### src/rtl/fsla_pkg.sv
`default_nettype none

package fsla_pkg;

  // Number of flow controllers watched; mask width is fixed by the result field
  localparam int MAX_CONTROLLERS = 16;
  localparam int MASK_W          = 16;
  // Readings with an index at or above this are ignored
  localparam int CTRL_LIMIT      = (MAX_CONTROLLERS < MASK_W) ? MAX_CONTROLLERS : MASK_W;

  localparam int CNT_W = 17;
  localparam logic [CNT_W-1:0] PANIC_COUNT_MAX = {CNT_W{1'b1}};

  // Configuration register indexes
  typedef enum logic [2:0] {
    REG_PANIC_SECONDS     = 3'd0,
    REG_BEEP_QUOTA        = 3'd1,
    REG_BEEP_ENABLE       = 3'd2,
    REG_STOP_ENABLE       = 3'd3,
    REG_COMMAND_ZERO_BAND = 3'd4
  } cfg_reg_t;

  localparam logic [14:0] BAND_RESET = 15'd10;

  typedef struct packed {
    logic [3:0]         controller_index;
    logic signed [15:0] commanded_flow;
    logic signed [15:0] measured_flow;
    logic [15:0]        error_magnitude;
    logic               last_of_poll;
  } in_t;

  typedef struct packed {
    logic [15:0] offender_mask;
    logic        panic_active;
    logic        first_detect;
    logic        alarm_request;
    logic        stop_request;
  } out_t;

  typedef struct packed {
    logic [15:0] panic_seconds;
    logic [15:0] beep_quota;
    logic        beep_enable;
    logic        stop_enable;
    logic [14:0] command_zero_band;
  } cfg_t;

  // Screened reading handed from the input stage to the poll logic
  typedef struct packed {
    logic              valid;
    logic              last;
    logic [MASK_W-1:0] hit;
  } screen_t;

  // Magnitude of a 16-bit two's complement value; -32768 gives 32768
  function automatic logic [16:0] magnitude16(input logic signed [15:0] v);
    logic [16:0] mag;
    if (v[15]) begin
      mag = {1'b0, ~v} + 17'd1;
    end else begin
      mag = {1'b0, v};
    end
    return mag;
  endfunction

endpackage

`default_nettype wire

### src/rtl/fsla_cfg.sv
`default_nettype none

module fsla_cfg (
  input  wire logic          clk,
  input  wire logic          rst,
  input  wire logic          cfg_write,
  input  wire logic [2:0]    cfg_index,
  input  wire logic [15:0]   cfg_data,
  output fsla_pkg::cfg_t     cfg
);
  import fsla_pkg::*;

  cfg_t regs;

  // Register file; indexes past the list are dropped
  always_ff @(posedge clk) begin
    if (rst) begin
      regs.panic_seconds     <= 16'd1;
      regs.beep_quota        <= 16'd1;
      regs.beep_enable       <= 1'b0;
      regs.stop_enable       <= 1'b0;
      regs.command_zero_band <= BAND_RESET;
    end else if (cfg_write) begin
      case (cfg_index)
        REG_PANIC_SECONDS:     regs.panic_seconds     <= cfg_data;
        REG_BEEP_QUOTA:        regs.beep_quota        <= cfg_data;
        REG_BEEP_ENABLE:       regs.beep_enable       <= cfg_data[0];
        REG_STOP_ENABLE:       regs.stop_enable       <= cfg_data[0];
        REG_COMMAND_ZERO_BAND: regs.command_zero_band <= cfg_data[14:0];
        default: ;
      endcase
    end
  end

  assign cfg = regs;

endmodule

`default_nettype wire

### src/rtl/fsla_screen.sv
`default_nettype none

module fsla_screen (
  input  wire logic          clk,
  input  wire logic          rst,
  input  wire logic          in_valid,
  output logic               in_stall,
  input  wire fsla_pkg::in_t in_data,
  input  wire logic [14:0]   command_zero_band,
  input  wire logic          advance,
  output fsla_pkg::screen_t  scr
);
  import fsla_pkg::*;

  logic        s_valid;
  in_t         s_data;
  logic [16:0] cmd_mag;
  logic [16:0] meas_mag;
  logic        offend;

  // Input register; holds while the poll stage cannot take its request
  assign in_stall = s_valid && !advance;

  always_ff @(posedge clk) begin
    if (rst) begin
      s_valid <= 1'b0;
    end else if (!in_stall) begin
      s_valid <= in_valid;
    end
  end

  always_ff @(posedge clk) begin
    if (!in_stall) begin
      s_data <= in_data;
    end
  end

  // Offender test: commanded above the band, measured within half the error
  always_comb begin
    cmd_mag  = magnitude16(s_data.commanded_flow);
    meas_mag = magnitude16(s_data.measured_flow);
    offend   = ({1'b0, s_data.controller_index} < 5'(CTRL_LIMIT))
               && (cmd_mag > {2'b00, command_zero_band})
               && ({meas_mag, 1'b0} <= {2'b00, s_data.error_magnitude});
  end

  always_comb begin
    scr.valid = s_valid;
    scr.last  = s_data.last_of_poll;
    scr.hit   = offend ? (MASK_W'(1) << s_data.controller_index) : '0;
  end

endmodule

`default_nettype wire

### src/rtl/fsla_poll.sv
`default_nettype none

module fsla_poll (
  input  wire logic              clk,
  input  wire logic              rst,
  input  wire fsla_pkg::screen_t scr,
  input  wire fsla_pkg::cfg_t    cfg,
  output logic                   advance,
  output logic                   out_valid,
  input  wire logic              out_stall,
  output fsla_pkg::out_t         out_data
);
  import fsla_pkg::*;

  logic [MASK_W-1:0] poll_offenders;
  logic [CNT_W-1:0]  panic_count;
  logic              panicking;
  logic [15:0]       sweep_count;

  logic [MASK_W-1:0] mask_next;
  logic [CNT_W-1:0]  panic_count_next;
  logic              panicking_next;
  logic [15:0]       sweep_count_next;
  logic              have_panic;
  logic              held;
  logic              over;
  logic              first;
  logic              alarm;
  logic              stop;
  logic              fire;

  // A reading that yields no result always moves; a last one needs a free slot
  assign advance = !scr.last || !out_valid || !out_stall;
  assign fire    = scr.valid && advance;

  // End-of-poll decision
  always_comb begin
    mask_next  = poll_offenders | scr.hit;
    have_panic = (mask_next != '0);
    if (have_panic) begin
      held = panicking;
      if (!panicking && (panic_count != PANIC_COUNT_MAX)) begin
        panic_count_next = panic_count + 1'b1;
      end else begin
        panic_count_next = panic_count;
      end
    end else begin
      held             = 1'b0;
      panic_count_next = '0;
    end
    over           = panic_count_next > {1'b0, cfg.panic_seconds};
    first          = over && !held && have_panic;
    panicking_next = held || first;
    alarm          = over && cfg.beep_enable && (sweep_count < cfg.beep_quota);
    stop           = over && !alarm && cfg.stop_enable
                     && (!cfg.beep_enable || (sweep_count >= cfg.beep_quota));
    if (alarm) begin
      sweep_count_next = sweep_count + 16'd1;
    end else if (stop) begin
      sweep_count_next = '0;
    end else begin
      sweep_count_next = sweep_count;
    end
  end

  // Poll state
  always_ff @(posedge clk) begin
    if (rst) begin
      poll_offenders <= '0;
      panic_count    <= '0;
      panicking      <= 1'b0;
      sweep_count    <= '0;
    end else if (fire) begin
      if (scr.last) begin
        poll_offenders <= '0;
        panic_count    <= panic_count_next;
        panicking      <= panicking_next;
        sweep_count    <= sweep_count_next;
      end else begin
        poll_offenders <= mask_next;
      end
    end
  end

  // Result register
  always_ff @(posedge clk) begin
    if (rst) begin
      out_valid <= 1'b0;
    end else if (fire && scr.last) begin
      out_valid <= 1'b1;
    end else if (!out_stall) begin
      out_valid <= 1'b0;
    end
  end

  always_ff @(posedge clk) begin
    if (fire && scr.last) begin
      out_data.offender_mask <= mask_next;
      out_data.panic_active  <= panicking_next;
      out_data.first_detect  <= first;
      out_data.alarm_request <= alarm;
      out_data.stop_request  <= stop;
    end
  end

  // Checks
  a_first_implies_panic: assert property (@(posedge clk) disable iff (rst)
    out_valid && out_data.first_detect |-> out_data.panic_active)
    else $error("first_detect without panic_active");

  a_alarm_stop_excl: assert property (@(posedge clk) disable iff (rst)
    out_valid |-> !(out_data.alarm_request && out_data.stop_request))
    else $error("alarm and stop requested together");

  a_panic_has_count: assert property (@(posedge clk) disable iff (rst)
    panicking |-> (panic_count != '0))
    else $error("panicking with zero panic count");

  a_stop_clears_alarms: assert property (@(posedge clk) disable iff (rst)
    fire && scr.last && stop |=> (sweep_count == '0))
    else $error("alarm count not cleared by stop");

  a_poll_mask_clears: assert property (@(posedge clk) disable iff (rst)
    fire && scr.last |=> (poll_offenders == '0))
    else $error("offender mask not cleared at end of poll");

endmodule

`default_nettype wire

### src/rtl/flow_supply_loss_alarm_top.sv
// Flow supply loss alarm.
// Input channel (in_valid / in_stall / in_data): one request per controller
// reading; last_of_poll marks the final reading of a one-second poll. A
// reading is taken every cycle while in_stall is low.
// Output channel (out_valid / out_stall / out_data): one request per poll,
// carrying the offender mask, panic flag, first detection and the alarm
// sweep / stop requests for that poll.
// A last reading passes the input register and then the result register.
// Throughput: one reading per cycle while in_stall is low, set by the
// single input register and the single result register; the poll
// decision is one pass of logic.
// Config (cfg_write / cfg_index / cfg_data) is for the user to write only
// while idle, unenforced by the block; writes past the list are ignored.
// Reset (rst, synchronous) restores register defaults and clears the poll
// mask, panic count, panicking flag and alarm count; no clearing pass.
// When out_stall holds a result, readings that end no poll keep flowing;
// the next last reading waits in the input register and in_stall rises.
`default_nettype none

module flow_supply_loss_alarm_top (
  input  wire logic           clk,
  input  wire logic           rst,
  input  wire logic           in_valid,
  output logic                in_stall,
  input  wire fsla_pkg::in_t  in_data,
  output logic                out_valid,
  input  wire logic           out_stall,
  output fsla_pkg::out_t      out_data,
  input  wire logic           cfg_write,
  input  wire logic [2:0]     cfg_index,
  input  wire logic [15:0]    cfg_data
);
  import fsla_pkg::*;

  cfg_t    cfg;
  screen_t scr;
  logic    advance;

  fsla_cfg u_cfg (
    .clk       (clk),
    .rst       (rst),
    .cfg_write (cfg_write),
    .cfg_index (cfg_index),
    .cfg_data  (cfg_data),
    .cfg       (cfg)
  );

  fsla_screen u_screen (
    .clk               (clk),
    .rst               (rst),
    .in_valid          (in_valid),
    .in_stall          (in_stall),
    .in_data           (in_data),
    .command_zero_band (cfg.command_zero_band),
    .advance           (advance),
    .scr               (scr)
  );

  fsla_poll u_poll (
    .clk       (clk),
    .rst       (rst),
    .scr       (scr),
    .cfg       (cfg),
    .advance   (advance),
    .out_valid (out_valid),
    .out_stall (out_stall),
    .out_data  (out_data)
  );

endmodule

`default_nettype wire
### config.mk
export PLATFORM = sky130hd
export DESIGN_NAME = flow_supply_loss_alarm_top
export DESIGN_NICKNAME = d
export VERILOG_FILES = /design/src/rtl/fsla_pkg.sv /design/src/rtl/fsla_cfg.sv /design/src/rtl/fsla_screen.sv /design/src/rtl/fsla_poll.sv /design/src/rtl/flow_supply_loss_alarm_top.sv
export SDC_FILE = /design/constraint.sdc
export NUM_CORES = 1
export LEC_CHECK = 0
export BUFFER_PORTS_ARGS = -buffer_cell sky130_fd_sc_hd__buf_2
export CORE_MARGIN = 1.5
export CORE_UTILIZATION = 59
export DETAILED_ROUTE_END_ITERATION = 10
export HOLD_SLACK_MARGIN = 0.12
export PLACE_DENSITY = 0.78
export SLEW_MARGIN = 10
export SYNTH_ARGS = -nofsm -noshare
export SYNTH_HDL_FRONTEND = slang
export SYNTH_SLANG_ARGS = --single-unit
### constraint.sdc
create_clock -name clk -period 7.76 [get_ports clk]
set_input_delay 0 -clock clk [delete_from_list [all_inputs] [get_ports clk]]
set_output_delay 0 -clock clk [all_outputs]
set_load 0.02 [all_outputs]
==> impl_metrics.ini, run 1 <==
[timing]
min_period_ns = 6.656
worst_slack_ns = 1.104
timing.final.setup_violations = 0
tightestPinTransition_ns = 1.224
hold_slack_ns = 0.1919
max_freq_mhz = 150.2
setup_tns_ns = 0
hold_violations = 0
rsz0062_at_grt = no
slew-limit-headroom = 0.1766
maxSlewViolCount = 0
skew_ns = 0.008945
finalCritPeriodShare = 0.8578

[placement]
placed_cells = 1204
routabilityCongestion = 0.8689
placed_cell_area_um2 = 9578
io_buffers = 98
post-dp-hpwl_um = 13250
pre_cts_ws_ns = 1.289

[worst_setup_path]
worstPathArrival_ns = 6.97
required_ns = 8.07
cp_num_buf_inv = 0
path_delay_family = compound AO/OA/AOI/OAI gates
crit_slowest_cell = a21oi_2
r2r_end = u_poll.sweep_count[10]
r2r_cells = 20
r2r-start = u_screen.s_data[19]
critical_path_class = reg -> reg
max_stage_delay_ns = 0.76
cp-end-kind = register
critPathMaxFanout = 25
crit_chain = or4_4 -> or4_1 -> o31ai_1 -> xnor2_1 -> ha_1 -> nand4_1 -> nor2_1 -> o41ai_1 -> or2_4 -> a21oi_2 -> nor2_1 -> ha_1 -> nand3_1 -> o21bai_1 -> a311oi_1 -> o21ai_0 -> a21oi_1 -> a21oi_1 -> or2_1 -> a221o_1
r2r_slack_ns = 1.10
start_kind = register

[floorplanning]
die_h_um = 126.3
boundaryPins = 99
core_area_um2 = 14700
rows = 44
die-width_um = 126.3
dieArea_um2 = 15940
initial_core_util = 0.6098

[route]
antenna_left = 0
wl_per_cell_um = 15.97
dr.pass1.iters = 5
drt_wl_total_um = 20990
drc = 0
vias = 7477
via_per_inst = 5.690
drt_iter0_markers = 569

[layout]
antenna_cells = 0
utilization = 0.7449
seqCellArea_um2 = 4214
nets = 1261
stdcell_area_um2 = 10950
final_cells = 1314
final_common_cell = nand2_1
syn2layout_area_growth_pct = 22.15
final_cell_mix = 137 x nand2_1, 101 x dfxtp_1, 98 x buf_2, 78 x dlygate4sd3_1
drive_gt1_frac = 0.1354
fillers = 1010
multi_input_area_um2 = 4332

[synthesis]
ys.flop_type = dfxtp_1
syn_avg_cell_area_um2 = 9.445
synthCells = 949
yosysTopAreaCell = edfxtp_1
syn_nets = 1093
ys_async_sr_fraction = 0
synth_top_area_share = 0.2446
synth_area_um2 = 8964
synth_edf_count = 73
synthDistinctLibCells = 66
synthTopCellsByArea = edfxtp_1 24%, dfxtp_1 23%, ha_1 9.4%, nand2_1 5.7%, a21oi_1 4.1%
ys_ff_latch = 174
ys_seq_area_frac = 0.4701
yosysWarnings = 0

[clock_network]
root_buffer = clkbuf_16
postCtsSetupBuffers = 0
cts_tree = done
cts_buffers = 17
htree_levels = 4
cts_sinks = 174
clockBufferDepth = 2
clk-insertion-delay-late_ns = 0.43
path_clk_slew_ns = 0.06

[pwr]
power_mw = 2.128
p_leak_nw = 4.344
power.density_nw_per_um2 = 194.3
ir_worst_vdd_uv = 176.7

[hold_path]
whs_path_depth = 3
min-delay-start = rst
hp-class = in -> reg
worstHoldEndpoint = u_screen.s_valid

[global_routing]
grt_max_degree = 67
grt_pass1_vias = 7072
grt_pass1_wl_um = 34040
grt_use_total = 0.2701
antenna_found_initial = 0
globalRouteOverflowTotal = 0

[flow_run]
maxCapViolCount = 0

[outcome]
outcome = complete, no violations
power by group:
part | internal (mW) | switching [mW]
Sequential | 0.981 | 0.0203
Combinational | 0.117 | 0.160
Clock | 0.498 | 0.352
Total | 1.60 | 0.533
synthesized netlist by cell type, types with 2 or more instances:
cell type / count
nand4_1: 19
nand3_1: 31
inv_1: 74
buf_1: 3
nor4_1: 11
or3_1: 4
a211oi_1: 5
nor2_1: 65
and2_1: 5
clkbuf_1: 21
o211ai_1: 3
xor2_1: 9
or4_1: 10
nor4b_1: 4
nor4b_2: 2
mux2i_1: 2
nor3_1: 12
buf_2: 4
a31o_2: 6
a31oi_1: 5
nand4b_1: 2
and4_1: 3
dfxtp_1: 101
o31ai_1: 7
o21a_1: 6
or2_2: 6
ha_1: 67
o21bai_1: 4
a221o_1: 6
a22o_1: 23
a21o_1: 17
buf_4: 2
nor2b_1: 7
nand2_1: 137
and4b_1: 3
a211o_1: 2
and3_1: 9
o21ai_0: 32
edfxtp_1: 73
a21oi_1: 74
o41ai_1: 5
a2111oi_0: 2
nand2b_1: 5
xnor2_1: 39
worst max path at each step:
stage                         from                     end  cells past startpoint  slack (ns)
6_report       u_screen.s_data[19]  u_poll.sweep_count[10]                     20        1.10
5_1_grt        u_screen.s_data[19]   u_poll.sweep_count[2]                     20        0.54
4_1_cts        u_screen.s_data[19]  u_poll.sweep_count[13]                     20        1.28
3_5_place_dp   u_screen.s_data[19]   u_poll.sweep_count[6]                     21        1.29
3_3_place_gp   u_screen.s_data[19]   u_poll.sweep_count[5]                     21        1.45
2_1_floorplan  u_screen.s_data[19]  u_poll.sweep_count[13]                     26        2.13
tightest hold or removal path, delay by kind of cell:
kind,cells,cell delay (ns)
buffers and inverters,2,0.41
AND/OR/NAND/NOR,1,0.16
metal layers:
layer  vias up  track usage  routed length [µm]
met1      3406       0.3350                9056
met3        46      0.05947                1241
li1       3735            -                   -
met2       290       0.4657               10210
met4         0      0.09601                 484
met5         -            0                   0
sequential cells by signal, summed over array words and instances (netlist names):
register,count
u_screen.s_valid,1
u_poll.poll_offenders,16
u_screen.s_data,52
u_screen.scr,1
u_cfg.cfg,49
u_poll.sweep_count,16
u_poll.out_valid,1
u_poll.panic_count,17
u_poll.out_data,20
u_poll.panicking,1
final cells by class:
cell class | instances | share of cell area
clock inverters | 8 | 0.006971
multi-input cells | 669 | 0.3956
well taps | 184 | 0.02103
repair buffers | 180 | 0.1188
inverters | 75 | 0.02571
clock buffers | 24 | 0.04697
flip-flops and latches | 174 | 0.3849
cells by family (layout without fill, tap and decap cells):
logic type               count (synthesis)  count (layout)  synth area share
multiplexers                             3               3          0.003490
adder cells (fa/ha/maj)                 67              67           0.09352
AND/OR/NAND/NOR                        343             343            0.1857
AO/OA/AOI/OAI                          208             208            0.1537
buffers and inverters                  106             287           0.04662
XOR/XNOR                                48              48           0.04690
flip-flops                             174             174            0.4701
timing repair:
item	CTS	global route
gates resized for setup	0	0
endpoints found under the hold margin	104	0
hold buffers	78	0
Note: power is estimated with default switching activity, not from simulation.
==> run 2, diff against run 1 <==
--- a/config.mk
+++ b/config.mk
@@ -6,11 +6,11 @@
 export NUM_CORES = 1
 export LEC_CHECK = 0
 export BUFFER_PORTS_ARGS = -buffer_cell sky130_fd_sc_hd__buf_2
-export CORE_MARGIN = 1.5
 export CORE_UTILIZATION = 59
 export DETAILED_ROUTE_END_ITERATION = 10
 export HOLD_SLACK_MARGIN = 0.12
 export PLACE_DENSITY = 0.78
+export RECOVER_POWER = 25
 export SLEW_MARGIN = 10
 export SYNTH_ARGS = -nofsm -noshare
 export SYNTH_HDL_FRONTEND = slang
==> constraint.sdc (replaced) <==
create_clock -name clk -period 7.76 [get_ports clk]
set_input_delay 0 -clock clk [delete_from_list [all_inputs] [get_ports clk]]
set_output_delay 0 -clock clk [all_outputs]
set_load 0.1 [all_outputs]
==> run 2 against run 1 <==
Net effect:
- the run now ends with DRC left
- non-clock buffer count grew 1
- sequential power about the same
- first-iteration DRC count is 2.1% lower
- clock skew up 0.0019 ns
- count of clock-buffer cells in the layout shrank 6
==> impl_metrics.ini, run 2 (synthesis results as in run 1) <==
[floorplanning]
rows = 44
dieArea_um2 = 15690
core_area_um2 = 14700
boundaryPins = 99
initial_core_util = 0.6098
die-width_um = 125.3
die_h_um = 125.3

[clock_network]
clockBufferDepth = 2
cts_tree = done
path_clk_slew_ns = 0.06
cts_buffers = 17
cts_resized = 0
cts_sinks = 174
root_buffer = clkbuf_16
htree_levels = 4
clk-insertion-delay-late_ns = 0.43

[layout]
top_register = u_screen.s_data
stdcell_area_um2 = 10920
final_common_cell = nand2_1
nets = 1262
syn2layout_area_growth_pct = 21.82
fillers = 1019
seqCellArea_um2 = 4214
final_cells = 1315
antenna_cells = 0
multi_input_area_um2 = 4332
utilization = 0.7429
final_cell_mix = 137 x nand2_1, 101 x dfxtp_1, 84 x buf_2, 78 x dlygate4sd3_1
largest_reg_flops = 52
drive_gt1_frac = 0.1238

[pwr]
power_mw = 2.140
ir_worst_vdd_uv = 164.9
power.density_nw_per_um2 = 196.0
p_leak_nw = 4.308

[hold_path]
whs_path_depth = 3
min-delay-start = rst
worstHoldEndpoint = u_screen.s_valid
hp-class = in -> reg

[global_routing]
grt_use_total = 0.2724
globalRouteOverflowTotal = 0
grt_pass1_wl_um = 34050
grt_pass1_vias = 7118
grt_max_degree = 67
antenna_found_initial = 0

[worst_setup_path]
r2r-start = u_screen.s_data[19]
required_ns = 8.08
start_kind = register
r2r_slack_ns = 1.14
critical_path_class = reg -> reg
cp-end-kind = register
worstPathArrival_ns = 6.94
critPathMaxFanout = 25
r2r_end = u_poll.sweep_count[10]
r2r_cells = 21

[flow_run]
maxCapViolCount = 0

[placement]
post-dp-hpwl_um = 13180
pre_cts_ws_ns = 1.281
placed_cell_area_um2 = 9585
routabilityCongestion = 0.8427
placed_cells = 1205
io_buffers = 98

[route]
wl_per_cell_um = 15.87
drc = 4
dr.pass1.iters = 9
drt_wl_total_um = 20870
drt_iter0_markers = 557
antenna_left = 0
via_per_inst = 5.694
vias = 7487

[timing]
worst_slack_ns = 1.143
hold_violations = 0
max_freq_mhz = 151.1
rsz0062_at_grt = no
finalCritPeriodShare = 0.8527
tightestPinTransition_ns = 1.276
timing.final.setup_violations = 0
skew_ns = 0.01083
slew-limit-headroom = 0.1412
min_period_ns = 6.617
maxSlewViolCount = 0
hold_slack_ns = 0.1949
setup_tns_ns = 0

[outcome]
outcome = finished with violations
violations = DRC
-- run 2: cell count changes in the layout (fill, tap and decap cells not counted), sizes merged --
cell / before / now
clkinvlp: 1 / 3
clkbuf: 24 / 32
bufinv: 1 / 2
clkinv: 5 / 7
buf: 102 / 89
inv: 76 / 77
-- run 2: worst max-delay path, stage by stage (launching register included) --
cell and delay (ns):
edfxtp_1 0.49, or4_4 0.61, or4_1 0.54, o31ai_1 0.32, xnor2_1 0.16, ha_1 0.19
a211o_1 0.10, o211ai_1 0.09, a21oi_1 0.19, nor4_1 0.10, or2_4 0.30, a21oi_2 0.82
nor2_1 0.15, ha_1 0.34, nand3_1 0.11, o21bai_1 0.19, a311oi_1 0.24, o21ai_0 0.27
a21oi_1 0.27, a21oi_1 0.11, or2_1 0.48, a221o_1 0.42
-- run 2: how the worst max path moves through the flow --
stage,slack (ns),end,startpoint
6_report,1.14,u_poll.sweep_count[10],u_screen.s_data[19]
5_1_grt,0.75,u_poll.sweep_count[10],u_screen.s_data[37]
4_1_cts,1.23,u_poll.sweep_count[6],u_screen.s_data[19]
3_5_place_dp,1.28,u_poll.sweep_count[13],u_screen.s_data[19]
3_3_place_gp,1.46,u_poll.sweep_count[2],u_screen.s_data[19]
2_1_floorplan,2.13,u_poll.sweep_count[13],u_screen.s_data[19]
-- run 2: cell type report --
type / instances / area share
multi-input cells: 669 / 0.3967
flip-flops and latches: 174 / 0.3859
repair buffers: 181 / 0.1183
clock buffers: 18 / 0.03930
inverters: 75 / 0.02578
well taps: 184 / 0.02108
clock inverters: 14 / 0.01295
-- run 2: repair_timing --
action | in CTS | in global routing
setup buffers | 0 | 0
hold buffers | 78 | 0
hold endpoints to repair | 104 | 0
-- run 2: where the power goes --
group / leakage [nW] / total (mW) / switching [mW] / internal (mW)
Sequential: 1.55 / 1.00 / 0.0206 / 0.980
Combinational: 2.49 / 0.303 / 0.186 / 0.116
Clock: 0.272 / 0.836 / 0.363 / 0.473
-- run 2: per-layer routing --
metal	GRT usage	up-vias	part of all wire
met5	0	-	0
met4	0.1126	0	0.025
met3	0.05434	38	0.053
met2	0.4666	247	0.49
met1	0.3362	3468	0.44
li1	-	3734	-
==> run 3, diff against run 2 <==
--- a/config.mk
+++ b/config.mk
@@ -6,10 +6,12 @@
 export NUM_CORES = 1
 export LEC_CHECK = 0
 export BUFFER_PORTS_ARGS = -buffer_cell sky130_fd_sc_hd__buf_2
-export CORE_UTILIZATION = 59
+export CELL_PAD_IN_SITES_DETAIL_PLACEMENT = 0
+export CELL_PAD_IN_SITES_GLOBAL_PLACEMENT = 1
+export CORE_UTILIZATION = 46
 export DETAILED_ROUTE_END_ITERATION = 10
 export HOLD_SLACK_MARGIN = 0.12
-export PLACE_DENSITY = 0.78
+export PLACE_DENSITY = 0.79
 export RECOVER_POWER = 25
 export SLEW_MARGIN = 10
 export SYNTH_ARGS = -nofsm -noshare
==> run 3 against run 2 <==
Net effect:
- the flow now finishes without violations
- first-iteration DRC count shrank 29%
- sequential power hardly changed
- sequential cell count is the same
- critical path type unchanged
==> impl_metrics.ini, run 3 (synthesis results as in run 1) <==
[pwr]
ir_worst_vdd_uv = 149.6
p_sw_mw = 0.5668
power.density_nw_per_um2 = 194.4
power_frac_clock = 0.391
seq_power_share = 0.468
p_int_mw = 1.569
p_leak_nw = 4.287
p_sw_frac = 0.2653
combPwrFrac = 0.142

[timing]
slew-limit-headroom = 0.2062
maxSlewViolCount = 0
setup_tns_ns = 0
skew_ns = 0.009273
finalCritPeriodShare = 0.8363
timing.final.setup_violations = 0
tightestPinTransition_ns = 1.196
max_freq_mhz = 154.1
hold_violations = 0
rsz0062_at_grt = no
min_period_ns = 6.490

[worst_setup_path]
startpoint = u_screen.s_data[19]
crit_chain = or4_4 -> or4_1 -> o31ai_1 -> xnor2_1 -> ha_1 -> a211o_1 -> o211ai_1 -> a21oi_1 -> nor4_1 -> or2_4 -> a21oi_2 -> nor2_1 -> ha_1 -> nand4_1 -> o21bai_1 -> a311oi_1 -> o21ai_0 -> a21oi_1 -> a21oi_1 -> or2_1 -> a221o_1
crit_slowest_cell = a21oi_2
r2r-start = u_screen.s_data[19]
critPathMaxFanout = 25
cp_num_buf_inv = 0
worstPathArrival_ns = 6.80
required_ns = 8.07
crit_path_frequent_cell = a21oi_1
path_delay_family = compound AO/OA/AOI/OAI gates
critical_path_class = reg -> reg
cp-end-kind = register
start_kind = register
max_stage_delay_ns = 0.79

[placement]
routabilityCongestion = 0.8440
placed_cells = 1282
io_buffers = 98
placed_cell_area_um2 = 9688
post-dp-hpwl_um = 14480

[floorplanning]
die-width_um = 141.6
core_area_um2 = 18890
boundaryPins = 99
initial_core_util = 0.4744
rows = 50
dieArea_um2 = 20050
die_h_um = 141.6

[global_routing]
grt_max_degree = 67
antenna_found_initial = 0
grt_use_total = 0.2209
globalRouteOverflowTotal = 0
grt_pass1_vias = 7124
grt_pass1_wl_um = 34960

[clock_network]
cts_buffers = 17
cts_resized = 0
cts_hold_buffers = 75
cts_tree = done
cts_sinks = 174
root_buffer = clkbuf_16
clockBufferDepth = 2
htree_levels = 4
path_clk_slew_ns = 0.07
postCtsSetupBuffers = 0
clk-insertion-delay-late_ns = 0.42

[route]
antenna_left = 0
drt_wl_total_um = 20950
drt_iter0_markers = 397
wl_per_cell_um = 15.08
wl_met2_um = 10010
met1Wirelength_um = 10010
vias = 7270
drc = 0
maxUsedRoutingLayer = met4
wl_met3_um = 642
via_per_inst = 5.234
dr.pass1.iters = 5

[layout]
drive_gt1_frac = 0.1222
antenna_cells = 0
fillers = 1698
largest_reg_flops = 52
multi_input_area_um2 = 4332
seqCellArea_um2 = 4214
final_common_cell = nand2_1
final_cell_mix = 137 x nand2_1, 101 x dfxtp_1, 81 x buf_2, 75 x dlygate4sd3_1
top_register = u_screen.s_data
nets = 1260
stdcell_area_um2 = 10990
final_cells = 1389
utilization = 0.5817
syn2layout_area_growth_pct = 22.61

[flow_run]
maxCapViolCount = 0

[hold_path]
hp-class = in -> reg
min-delay-start = rst

[outcome]
outcome = complete, no violations
[run 3: changes by cell type in the layout (fill, tap and decap cells not counted)]
cell           delta
dlygate4sd3_1     -3
inv_6             -2
clkinv_2          -1
buf_4             +1
buf_2             -3
clkbuf_1          +3
clkinv_4          +2
clkinvlp_4        +1
[run 3: worst reg2reg max path, cell delays in order (launching register included)]
cell      delay [ns]
edfxtp_1        0.46
or4_4           0.58
or4_1           0.56
o31ai_1         0.32
xnor2_1         0.15
ha_1            0.18
a211o_1         0.09
o211ai_1        0.08
a21oi_1         0.21
nor4_1          0.11
or2_4           0.31
a21oi_2         0.79
nor2_1          0.18
ha_1            0.36
nand4_1         0.13
o21bai_1        0.18
a311oi_1        0.19
o21ai_0         0.26
a21oi_1         0.25
a21oi_1         0.10
or2_1           0.47
a221o_1         0.42
[run 3: metal layers]
layer / vias up / track usage
li1: 3734 / -
met3: 22 / 0.03847
met4: 0 / 0.06282
met1: 3390 / 0.2915
met2: 124 / 0.3718
met5: - / 0
[run 3: area by class of cell]
class                           instances  share of cell area
Clock buffer                           18             0.03905
Clock inverter                         14             0.01309
Inverter                               75             0.02561
Multi-Input combinational cell        669              0.3941
Sequential cell                       174              0.3834
Tap cell                              260             0.02960
Timing Repair Buffer                  179              0.1151
[run 3: power by group through the flow]
stage	registers (mW)	clock network, mW	logic, mW
floorplan	1.05	0	0.168
global placement	1.02	0	0.270
detailed placement	1.02	0	0.272
CTS	0.999	0.849	0.302
global route	1.00	0.884	0.337
finish	0.999	0.835	0.302
[run 3: worst paths after layout]
check,to,slack [ns],cells past startpoint
setup / recovery,u_poll.sweep_count[6],1.27,21
hold / removal,u_poll.panic_count[16],0.21,3
setup reg to reg,u_poll.sweep_count[6],1.27,21
hold reg to reg,u_cfg.cfg[6],0.45,2
[run 3: metrics by stage]
step | setup slack [ns] | hold WS, ns | total power, mW
3_5_place_dp | 1.259 | 0.1781 | 1.291
2_1_floorplan | 2.135 | 0.09887 | 1.214
5_1_grt | 0.7108 | 0.2485 | 2.224
4_1_cts | 1.273 | 0.2191 | 2.149
3_3_place_gp | 1.446 | 0.1773 | 1.288
6_report | 1.270 | 0.2094 | 2.136
